**src/hw/rtl/ism_pkg.sv**
```systemverilog
// Shared constants, item types and state codes of the Ising spin-flip block.
package ism_pkg;

	localparam int ROWS = 32;
	localparam int COLS = 32;
	localparam int ROW_W = $clog2(ROWS);
	localparam int COL_W = $clog2(COLS);
	localparam int SITES = ROWS * COLS;
	localparam int ADDR_W = $clog2(SITES);

	// Widths of the item fields.
	localparam int POS_W = 5;
	localparam int Q_W = 32;
	localparam int J_W = 5;
	localparam int ENERGY_W = 16;
	// Wide enough to compare a row or column field against a lattice size of up to 256.
	localparam int LIM_W = 9;

	localparam int CFG_IDX_W = 2;
	localparam logic [CFG_IDX_W-1:0] CFG_COUPLING = 2'd0;
	localparam logic [CFG_IDX_W-1:0] CFG_THR_LOW = 2'd1;
	localparam logic [CFG_IDX_W-1:0] CFG_THR_HIGH = 2'd2;

	typedef enum logic [1:0] {
		OP_WRITE = 2'd0,
		OP_READ = 2'd1,
		OP_TRIAL = 2'd2,
		OP_RECOMPUTE = 2'd3
	} op_t;

	typedef struct packed {
		op_t operation;
		logic [POS_W-1:0] row;
		logic [POS_W-1:0] col;
		logic spin_value;
		logic [Q_W-1:0] random_value;
	} in_item_t;

	typedef struct packed {
		logic accepted;
		logic spin_out;
		logic signed [ENERGY_W-1:0] energy;
	} out_item_t;

	typedef struct packed {
		logic signed [J_W-1:0] coupling;
		logic [Q_W-1:0] thr_low;
		logic [Q_W-1:0] thr_high;
	} cfg_t;

	typedef enum logic [2:0] {
		ST_IDLE,
		ST_DISPATCH,
		ST_RD_WAIT,
		ST_TR_READ,
		ST_TR_DECIDE,
		ST_RC,
		ST_DONE
	} core_state_t;

endpackage

```
**src/hw/rtl/ism_ram.sv**
```systemverilog
// Generic single-port synchronous RAM with a registered read.
module ism_ram #(
	parameter int WIDTH = 1,
	parameter int DEPTH = 1024
) (
	input  logic                     clk,
	input  logic                     en,
	input  logic                     we,
	input  logic [$clog2(DEPTH)-1:0] addr,
	input  logic [WIDTH-1:0]         wdata,
	output logic [WIDTH-1:0]         rdata
);

	logic [WIDTH-1:0] mem [DEPTH];
	logic [WIDTH-1:0] rdata_q;

	always_ff @(posedge clk) begin
		if (we) begin
			mem[addr] <= wdata;
		end
		if (en) begin
			rdata_q <= mem[addr];
		end
	end

	assign rdata = rdata_q;

endmodule

```
**src/hw/rtl/ism_core.sv**
```systemverilog
// Sequencer and arithmetic for the lattice operations around the spin memory.
module ism_core (
	input  logic              clk,
	input  logic              arst_n,
	input  logic              start,
	output logic              busy,
	input  ism_pkg::in_item_t item,
	input  ism_pkg::cfg_t     cfg,
	input  logic              out_free,
	output logic              done,
	output ism_pkg::out_item_t result
);

	function automatic logic [ism_pkg::ROW_W-1:0] row_prev(input logic [ism_pkg::ROW_W-1:0] r);
		return (r == '0) ? ism_pkg::ROW_W'(ism_pkg::ROWS - 1) : r - 1'b1;
	endfunction

	function automatic logic [ism_pkg::ROW_W-1:0] row_next(input logic [ism_pkg::ROW_W-1:0] r);
		return (r == ism_pkg::ROW_W'(ism_pkg::ROWS - 1)) ? '0 : r + 1'b1;
	endfunction

	function automatic logic [ism_pkg::COL_W-1:0] col_prev(input logic [ism_pkg::COL_W-1:0] c);
		return (c == '0) ? ism_pkg::COL_W'(ism_pkg::COLS - 1) : c - 1'b1;
	endfunction

	function automatic logic [ism_pkg::COL_W-1:0] col_next(input logic [ism_pkg::COL_W-1:0] c);
		return (c == ism_pkg::COL_W'(ism_pkg::COLS - 1)) ? '0 : c + 1'b1;
	endfunction

	function automatic logic [ism_pkg::ADDR_W-1:0] site(input logic [ism_pkg::ROW_W-1:0] r,
			input logic [ism_pkg::COL_W-1:0] c);
		return ism_pkg::ADDR_W'(int'(r) * ism_pkg::COLS + int'(c));
	endfunction

	ism_pkg::core_state_t state_q, state_d;

	ism_pkg::in_item_t item_q;
	logic inside_q;
	logic [ism_pkg::ROW_W-1:0] r_q;
	logic [ism_pkg::COL_W-1:0] c_q;

	logic [2:0] tstep_q;
	logic center_q;
	logic [2:0] eq_q;

	logic [1:0] ph_q;
	logic [ism_pkg::ROW_W-1:0] wr_q;
	logic [ism_pkg::COL_W-1:0] wc_q;
	logic s_q, d_q;
	logic signed [ism_pkg::ENERGY_W-1:0] acc_q;
	logic signed [ism_pkg::ENERGY_W-1:0] energy_q;

	logic res_acc_q, res_spin_q;

	logic ram_en, ram_we, ram_wdata, ram_rdata;
	logic [ism_pkg::ADDR_W-1:0] ram_addr;

	logic inside_in;
	logic signed [ism_pkg::ENERGY_W-1:0] jx, de, term, acc_next;
	logic de_pos, take, walk_last;
	logic [ism_pkg::Q_W-1:0] thr;
	logic [1:0] eq2;

	assign inside_in = (ism_pkg::LIM_W'(item.row) < ism_pkg::LIM_W'(ism_pkg::ROWS))
		&& (ism_pkg::LIM_W'(item.col) < ism_pkg::LIM_W'(ism_pkg::COLS));

	// Flipping the centre spin costs dE = 2*J*s*sum; with e neighbours equal to the centre
	// that is J*(4e - 8), built from shifts of the sign-extended coupling.
	assign jx = {{(ism_pkg::ENERGY_W - ism_pkg::J_W){cfg.coupling[ism_pkg::J_W-1]}}, cfg.coupling};

	always_comb begin
		case (eq_q)
			3'd0: de = -(jx <<< 3);
			3'd1: de = -(jx <<< 2);
			3'd2: de = '0;
			3'd3: de = jx <<< 2;
			default: de = jx <<< 3;
		endcase
	end

	assign de_pos = !de[ism_pkg::ENERGY_W-1] && (de != '0);
	// All four neighbours agree exactly when none or all of them match the centre.
	assign thr = (eq_q == 3'd0 || eq_q == 3'd4) ? cfg.thr_high : cfg.thr_low;
	assign take = de_pos ? (item_q.random_value <= thr) : 1'b1;

	// Bond energy of one site with its lower and right neighbours: -J*s*(sd + sr).
	assign eq2 = 2'(s_q == d_q) + 2'(s_q == ram_rdata);
	always_comb begin
		case (eq2)
			2'd0: term = -(jx <<< 1);
			2'd1: term = '0;
			default: term = jx <<< 1;
		endcase
	end
	assign acc_next = acc_q - term;

	assign walk_last = (wr_q == ism_pkg::ROW_W'(ism_pkg::ROWS - 1))
		&& (wc_q == ism_pkg::COL_W'(ism_pkg::COLS - 1));

	always_ff @(posedge clk or negedge arst_n) begin
		if (!arst_n) begin
			state_q <= ism_pkg::ST_IDLE;
		end else begin
			state_q <= state_d;
		end
	end

	always_comb begin
		state_d = state_q;
		ram_en = 1'b0;
		ram_we = 1'b0;
		ram_addr = site(r_q, c_q);
		ram_wdata = item_q.spin_value;
		done = 1'b0;
		busy = 1'b1;
		case (state_q)
			ism_pkg::ST_IDLE: begin
				busy = 1'b0;
				if (start) begin
					state_d = ism_pkg::ST_DISPATCH;
				end
			end
			ism_pkg::ST_DISPATCH: begin
				case (item_q.operation)
					ism_pkg::OP_WRITE: begin
						ram_we = inside_q;
						state_d = ism_pkg::ST_DONE;
					end
					ism_pkg::OP_READ: begin
						ram_en = inside_q;
						state_d = inside_q ? ism_pkg::ST_RD_WAIT : ism_pkg::ST_DONE;
					end
					ism_pkg::OP_TRIAL: begin
						ram_en = inside_q;
						state_d = inside_q ? ism_pkg::ST_TR_READ : ism_pkg::ST_DONE;
					end
					default: begin
						state_d = ism_pkg::ST_RC;
					end
				endcase
			end
			ism_pkg::ST_RD_WAIT: begin
				state_d = ism_pkg::ST_DONE;
			end
			ism_pkg::ST_TR_READ: begin
				// Step k issues neighbour k while the data of step k-1 comes back.
				ram_en = (tstep_q <= 3'd4);
				case (tstep_q)
					3'd1: ram_addr = site(row_prev(r_q), c_q);
					3'd2: ram_addr = site(row_next(r_q), c_q);
					3'd3: ram_addr = site(r_q, col_prev(c_q));
					default: ram_addr = site(r_q, col_next(c_q));
				endcase
				if (tstep_q == 3'd5) begin
					state_d = ism_pkg::ST_TR_DECIDE;
				end
			end
			ism_pkg::ST_TR_DECIDE: begin
				ram_we = take;
				ram_wdata = !center_q;
				state_d = ism_pkg::ST_DONE;
			end
			ism_pkg::ST_RC: begin
				case (ph_q)
					2'd0: begin
						ram_en = 1'b1;
						ram_addr = site(wr_q, wc_q);
					end
					2'd1: begin
						ram_en = 1'b1;
						ram_addr = site(row_next(wr_q), wc_q);
					end
					2'd2: begin
						ram_en = 1'b1;
						ram_addr = site(wr_q, col_next(wc_q));
					end
					default: begin
						if (walk_last) begin
							state_d = ism_pkg::ST_DONE;
						end
					end
				endcase
			end
			ism_pkg::ST_DONE: begin
				done = 1'b1;
				if (out_free) begin
					state_d = ism_pkg::ST_IDLE;
				end
			end
			default: begin
				state_d = ism_pkg::ST_IDLE;
			end
		endcase
	end

	always_ff @(posedge clk or negedge arst_n) begin
		if (!arst_n) begin
			energy_q <= '0;
			tstep_q <= '0;
			ph_q <= '0;
			wr_q <= '0;
			wc_q <= '0;
		end else begin
			case (state_q)
				ism_pkg::ST_DISPATCH: begin
					tstep_q <= 3'd1;
					ph_q <= '0;
					wr_q <= '0;
					wc_q <= '0;
				end
				ism_pkg::ST_TR_READ: begin
					tstep_q <= tstep_q + 3'd1;
				end
				ism_pkg::ST_TR_DECIDE: begin
					if (take) begin
						energy_q <= energy_q + de;
					end
				end
				ism_pkg::ST_RC: begin
					ph_q <= ph_q + 2'd1;
					if (ph_q == 2'd3) begin
						if (wc_q == ism_pkg::COL_W'(ism_pkg::COLS - 1)) begin
							wc_q <= '0;
							wr_q <= row_next(wr_q);
						end else begin
							wc_q <= wc_q + 1'b1;
						end
						if (walk_last) begin
							energy_q <= acc_next;
						end
					end
				end
				default: begin
				end
			endcase
		end
	end

	always_ff @(posedge clk) begin
		case (state_q)
			ism_pkg::ST_IDLE: begin
				if (start) begin
					item_q <= item;
					inside_q <= inside_in;
					r_q <= ism_pkg::ROW_W'(item.row);
					c_q <= ism_pkg::COL_W'(item.col);
				end
			end
			ism_pkg::ST_DISPATCH: begin
				res_acc_q <= 1'b0;
				res_spin_q <= (item_q.operation == ism_pkg::OP_WRITE)
					&& inside_q && item_q.spin_value;
				eq_q <= '0;
				acc_q <= '0;
			end
			ism_pkg::ST_RD_WAIT: begin
				res_spin_q <= ram_rdata;
			end
			ism_pkg::ST_TR_READ: begin
				if (tstep_q == 3'd1) begin
					center_q <= ram_rdata;
				end else begin
					eq_q <= eq_q + 3'(ram_rdata == center_q);
				end
			end
			ism_pkg::ST_TR_DECIDE: begin
				res_acc_q <= take;
				res_spin_q <= center_q ^ take;
			end
			ism_pkg::ST_RC: begin
				case (ph_q)
					2'd1: begin
						s_q <= ram_rdata;
						// The walk passes the addressed site once; its spin goes out with the result.
						if (wr_q == r_q && wc_q == c_q) begin
							res_spin_q <= ram_rdata;
						end
					end
					2'd2: d_q <= ram_rdata;
					2'd3: acc_q <= acc_next;
					default: begin
					end
				endcase
			end
			default: begin
			end
		endcase
	end

	assign result.accepted = res_acc_q;
	assign result.spin_out = res_spin_q;
	assign result.energy = energy_q;

	ism_ram #(
		.WIDTH(1),
		.DEPTH(ism_pkg::SITES)
	) u_lattice (
		.clk  (clk),
		.en   (ram_en),
		.we   (ram_we),
		.addr (ram_addr),
		.wdata(ram_wdata),
		.rdata(ram_rdata)
	);

	// The lattice is written only by a spin write or by the decision of a trial.
	assert property (@(posedge clk) disable iff (!arst_n)
		ram_we |-> (state_q == ism_pkg::ST_DISPATCH || state_q == ism_pkg::ST_TR_DECIDE))
		else $error("lattice written outside a write or trial decision");

	// A finished result waits in DONE until the output register can take it.
	assert property (@(posedge clk) disable iff (!arst_n)
		(state_q == ism_pkg::ST_DONE && !out_free) |=> (state_q == ism_pkg::ST_DONE))
		else $error("result dropped while output register was full");

	// The running energy moves only on a trial decision or at the end of the walk.
	assert property (@(posedge clk) disable iff (!arst_n)
		(energy_q != $past(energy_q)) |->
		($past(state_q) == ism_pkg::ST_TR_DECIDE || $past(state_q) == ism_pkg::ST_RC))
		else $error("energy changed outside a trial or recompute");

endmodule

```
**src/hw/rtl/ising_metropolis_spin_flip_top.sv**
```systemverilog
// Top level of the Ising spin-flip block: configuration registers, output register, core.
//
// A periodic ROWS x COLS lattice of one-bit spins lives in a single-port memory that
// returns one bit per cycle, and every operation is sequenced over that one port, one
// transaction at a time. A write stores one spin, a read fetches one, a Metropolis trial
// makes five single-bit reads and then the decision and write-back, and a recompute walks
// the whole lattice, reading each site and its lower and right neighbours in turn. A result
// waits in an output register; the next item is taken once the core has handed its result
// over. The lattice has no reset and must be written in full before trials or a recompute.
module ising_metropolis_spin_flip_top (
	input  logic                                clk,
	input  logic                                arst_n,
	input  logic                                in_valid,
	output logic                                in_stall,
	input  ism_pkg::in_item_t                   in_data,
	output logic                                out_valid,
	input  logic                                out_stall,
	output ism_pkg::out_item_t                  out_data,
	input  logic                                cfg_valid,
	output logic                                cfg_ready,
	input  logic [ism_pkg::CFG_IDX_W-1:0]       cfg_index,
	input  logic [ism_pkg::Q_W-1:0]             cfg_data
);

	ism_pkg::cfg_t cfg_q;
	ism_pkg::out_item_t out_data_q, result;
	logic out_valid_q, out_free, done, busy;

	assign cfg_ready = 1'b1;

	always_ff @(posedge clk or negedge arst_n) begin
		if (!arst_n) begin
			cfg_q.coupling <= ism_pkg::J_W'(1);
			cfg_q.thr_low <= '0;
			cfg_q.thr_high <= '0;
		end else if (cfg_valid && cfg_ready) begin
			case (cfg_index)
				ism_pkg::CFG_COUPLING: cfg_q.coupling <= cfg_data[ism_pkg::J_W-1:0];
				ism_pkg::CFG_THR_LOW: cfg_q.thr_low <= cfg_data;
				ism_pkg::CFG_THR_HIGH: cfg_q.thr_high <= cfg_data;
				default: begin
				end
			endcase
		end
	end

	assign out_free = !out_valid_q || !out_stall;

	always_ff @(posedge clk or negedge arst_n) begin
		if (!arst_n) begin
			out_valid_q <= 1'b0;
		end else if (done && out_free) begin
			out_valid_q <= 1'b1;
		end else if (!out_stall) begin
			out_valid_q <= 1'b0;
		end
	end

	always_ff @(posedge clk) begin
		if (done && out_free) begin
			out_data_q <= result;
		end
	end

	assign in_stall = busy;
	assign out_valid = out_valid_q;
	assign out_data = out_data_q;

	ism_core u_core (
		.clk     (clk),
		.arst_n  (arst_n),
		.start   (in_valid),
		.busy    (busy),
		.item    (in_data),
		.cfg     (cfg_q),
		.out_free(out_free),
		.done    (done),
		.result  (result)
	);

endmodule
```
**config.mk**
```make
export PLATFORM = sky130hd
export DESIGN_NAME = ising_metropolis_spin_flip_top
export DESIGN_NICKNAME = d
export VERILOG_FILES = /design/src/hw/rtl/ism_pkg.sv /design/src/hw/rtl/ism_ram.sv /design/src/hw/rtl/ism_core.sv /design/src/hw/rtl/ising_metropolis_spin_flip_top.sv
export SDC_FILE = /design/constraint.sdc
export NUM_CORES = 2
export LEC_CHECK = 0
export BUFFER_PORTS_ARGS = -buffer_cell sky130_fd_sc_hd__buf_4
export CORE_MARGIN = 3
export CORE_UTILIZATION = 39
export DETAILED_ROUTE_END_ITERATION = 12
export GPL_TIMING_DRIVEN = 1
export SYNTH_ARGS = -nofsm -noshare
export SYNTH_HDL_FRONTEND = slang
export SYNTH_SLANG_ARGS = --single-unit
```
**constraint.sdc**
```tcl
create_clock -name clk -period 62.4 [get_ports clk]
set_input_delay 0 -clock clk [delete_from_list [all_inputs] [get_ports clk]]
set_output_delay 0 -clock clk [all_outputs]
set_load 0.05 [all_outputs]
```
==> impl_metrics.ini <==
[yosys]
synth_seq_cells = 1213
synth-edff-count = 1110
syn_nets = 4956
avgSynthCellArea_um2 = 11.9
ys_seq_area_share_pct = 63.0
ys_types = 75
netlist_instances = 4783
async_reset_ff_share_pct = 8.49
synth_area_um2 = 57000
ys_warn_count = 0
synth_flop_cell = edfxtp_1

[clock_tree]
clkSinkCount = 1213
path_clk_slew_ns = 0.06
post_cts_buffers = 0
numCtsBuffers = 135
h-tree-depth = 4
cts_root_buf = clkbuf_16
clk_path_buf_depth = 3
cts_tree = yes
clkLatencyLatePin_ns = 0.78

[sta]
rsz0062_at_grt = false
worstMarginPinSlew_ns = 1.29
fin_setup_tns_ns = 0
finalSetupViolCount = 0
slew_headroom_pct = 14.0
finalCritPeriodShare_pct = 11.1
finClkSkew_ns = 0.0521
hold_viol = 0
fmax_mhz = 145
finalCriticalPeriod_ns = 6.90
finalMaxSlewViolations = 0
holdWs_ns = 0.0564

[floorplan]
initial_core_util_pct = 39.5
die_y_um = 388
core_area_um2 = 144000
dieArea_um2 = 151000
num_io_pins = 105
rows = 139
die_w_um = 388

[grt]
grt_busiest_layer = met2
grt_pass1_wl_mm = 230
grt_use_met2_pct = 31.6
grt_max_degree = 271
use_met1_pct = 27.7
overflow = 0
gr-usage-all-layers_pct = 19.7
use_met3_pct = 3.03
antenna_found_initial = 0
grt_pass1_vias = 37300

[cells_and_area]
most-common-layout-cells = edfxtp_1, nor2_1, nand2_1, mux2i_1, buf_4
area_growth_pct = 14.7
nNetsFinal = 5086
final_cell_area_um2 = 65300
drive_gt1_share_pct = 11.4
final_common_cell = edfxtp_1
diodes = 0

[pwr]
p_switching_w = 0.000943
power_density_nw_per_um2 = 40.8
netSwitchingFraction_pct = 35.4
irDropWorstVdd_v = 0.0000346
power_w = 0.00267
p_leak_nw = 22.2
p_seq_share_pct = 39.5
intPower_w = 0.00172
pwr-share-comb_pct = 31.9
clockPowerShare_pct = 28.6

[setup_path]
cp_max_fo = 118
rr_worst_depth = 18
crit_buf_inv = 4
worst_path_largest_cell_delay_ns = 0.78
worstSetupPathType = reg2reg
start_kind = flip-flop
r2r_end = u_core.u_lattice.rdata$_DFFE_PP_
worstPathRequired_ns = 62.92
crit_arrival_ns = 7.42
cpLargestDelayFamily = buffers and inverters
r2r-start = u_core.c_q[1]$_DFFE_PP_
end_kind = flip-flop
cpMaxStageDelayCell = buf_4
startpoint = u_core.c_q[1]$_DFFE_PP_
cp.depth = 18
critPathMostFrequentCell = buf_4
worst-r2r-setup-slack_ns = 55.50
cp_cell_sequence = ha_1 -> and3_1 -> ha_1 -> nand2b_1 -> o211ai_1 -> o221ai_4 -> buf_12 -> buf_4 -> buf_4 -> buf_4 -> mux2_2 -> nor2_1 -> a211oi_1 -> a311oi_1 -> nand4_1 -> o211ai_1 -> o22a_1 -> nand4_1
crit_end = u_core.u_lattice.rdata$_DFFE_PP_

[detailed_routing]
vias = 38000
post_drt_wl_per_cell_um = 21.8
viasPerCell = 5.48
drt_pass1_iterations = 6
ant_nets = 0
first_iter_violations = 3921
wl_mm = 151
drc = 0

[run]
drv_cap = 0

[status]
status = finished clean

[hold_path]
hp-class = in2reg

[place]
placed_cell_area_um2 = 59500
portBuffers = 102
routabilityCongestion = 0.846
dp_hpwl_mm = 84.8
==> tightest hold or removal path: stages <==
cell,delay (ns)
dlygate4sd3_1,0.54
buf_4,0.11
mux2_2,0.13
==> layout make-up <==
type | instances | area [um2]
inverters | 39 | 146
clock buffers | 176 | 3600
multi-input cells | 3180 | 19600
repair buffers | 344 | 3070
clock inverters | 65 | 604
flip-flops and latches | 1213 | 35900
well taps | 1903 | 2380
fillers | 13200 | 79000
==> power groups by stage <==
stage / logic, W / registers, W / clock network, W
5_1_grt: 0.000917 / 0.00106 / 0.000810
4_1_cts: 0.000847 / 0.00105 / 0.000778
3_3_place_gp: 0.000827 / 0.00107 / 0
3_5_place_dp: 0.000835 / 0.00107 / 0
6_report: 0.000851 / 0.00105 / 0.000762
2_1_floorplan: 0.000541 / 0.00141 / 0
==> metrics by stage <==
| step | worst slack [ns] | instances | util, % |
|---|---|---|---|
| floorplan | 13.58 | 4783 | - |
| global placement | 55.70 | 6516 | 41.2 |
| detailed placement | 55.55 | 6516 | 41.2 |
| CTS | 55.55 | 6920 | 45.3 |
| global route | 55.20 | 6920 | 45.3 |
| finish | 55.50 | 6920 | 45.3 |
==> sequential cells by signal, indices dropped and copies added, names as in the netlist, 2 cells and up <==
| register | cells |
|---|---|
| u_core.u_lattice.mem | 1024 |
| cfg_q | 69 |
| u_core.item_q | 35 |
| out_data | 17 |
| u_core.acc_q | 15 |
| u_core.energy_q | 15 |
| u_core.c_q | 5 |
| u_core.r_q | 5 |
| u_core.wc_q | 5 |
| u_core.wr_q | 5 |
| u_core.eq_q | 3 |
| u_core.state_q | 3 |
| u_core.tstep_q | 3 |
| u_core.ph_q | 2 |
==> synth_stat cells (6+ instances only) <==
| master | instances | share of area [%] |
|---|---|---|
| buf_1 | 17 | 0.11 |
| nand4_1 | 43 | 0.47 |
| xor2_1 | 10 | 0.15 |
| nor2_1 | 1103 | 7.3 |
| o21ai_0 | 165 | 1.4 |
| a32oi_1 | 102 | 1.6 |
| a221oi_1 | 9 | 0.14 |
| nor4_1 | 8 | 0.088 |
| mux2i_1 | 507 | 8.9 |
| nand2b_1 | 17 | 0.19 |
| nor3b_1 | 8 | 0.11 |
| nand2_1 | 559 | 3.7 |
| nor3_1 | 31 | 0.27 |
| nand3b_1 | 8 | 0.11 |
| xnor2_1 | 31 | 0.48 |
| inv_1 | 39 | 0.26 |
| a22o_1 | 19 | 0.29 |
| nand3_1 | 28 | 0.25 |
| buf_2 | 140 | 1.2 |
| dfrtp_1 | 102 | 4.5 |
| o21bai_1 | 6 | 0.079 |
| or2_2 | 7 | 0.077 |
| mux2_2 | 153 | 3.0 |
| a21oi_1 | 68 | 0.60 |
| a211oi_1 | 10 | 0.13 |
| ha_1 | 88 | 1.9 |
| o31ai_1 | 7 | 0.092 |
| nand3_2 | 10 | 0.18 |
| o211ai_1 | 7 | 0.092 |
| a32o_1 | 12 | 0.21 |
| edfxtp_1 | 1110 | 59 |
| and3_1 | 20 | 0.22 |
| o21a_1 | 6 | 0.079 |
| clkbuf_1 | 191 | 1.3 |
| a21o_1 | 20 | 0.26 |
| nor2b_1 | 20 | 0.22 |
| and2_1 | 27 | 0.30 |
==> metal layers <==
| layer | up-vias | share of wire [%] |
|---|---|---|
| met3 | 257 | 6.5 |
| met4 | 0 | 2.5 |
| met1 | 19100 | 44 |
| li1 | 17400 | - |
| met2 | 1226 | 47 |
| met5 | - | 0 |
==> kinds of logic (layout without fill, tap and decap cells) <==
family | after synthesis | after routing | share of synthesized area (%)
adders and majority gates | 89 | 89 | 1.97
and+or+nand+nor | 1904 | 1904 | 13.7
other | 2 | 2 | 0.0132
AOI/OAI and AO/OA | 484 | 484 | 5.84
xor gates and xnor gates | 41 | 41 | 0.630
muxes | 660 | 660 | 11.9
DFF | 1213 | 1213 | 63.0
buffers and inverters | 390 | 624 | 2.90
==> timing repair <==
| action | in CTS | in global routing |
|---|---|---|
| hold endpoints to repair | 193 | 0 |
| hold buffers | 163 | 0 |
| gates resized for setup | 0 | 0 |
==> worst min-delay path by stage <==
stage            startpoint               endpoint  cells after the start
2_1_floorplan        arst_n   cfg_q[0]$_DFFE_PN0P_                      0
3_3_place_gp         arst_n   cfg_q[9]$_DFFE_PN0P_                      1
3_5_place_dp         arst_n   cfg_q[9]$_DFFE_PN0P_                      1
4_1_cts        cfg_data[20]  cfg_q[52]$_DFFE_PN0P_                      3
5_1_grt        cfg_data[20]  cfg_q[52]$_DFFE_PN0P_                      3
6_report       cfg_data[28]  cfg_q[28]$_DFFE_PN0P_                      3
(Power assumes the default switching activity.)
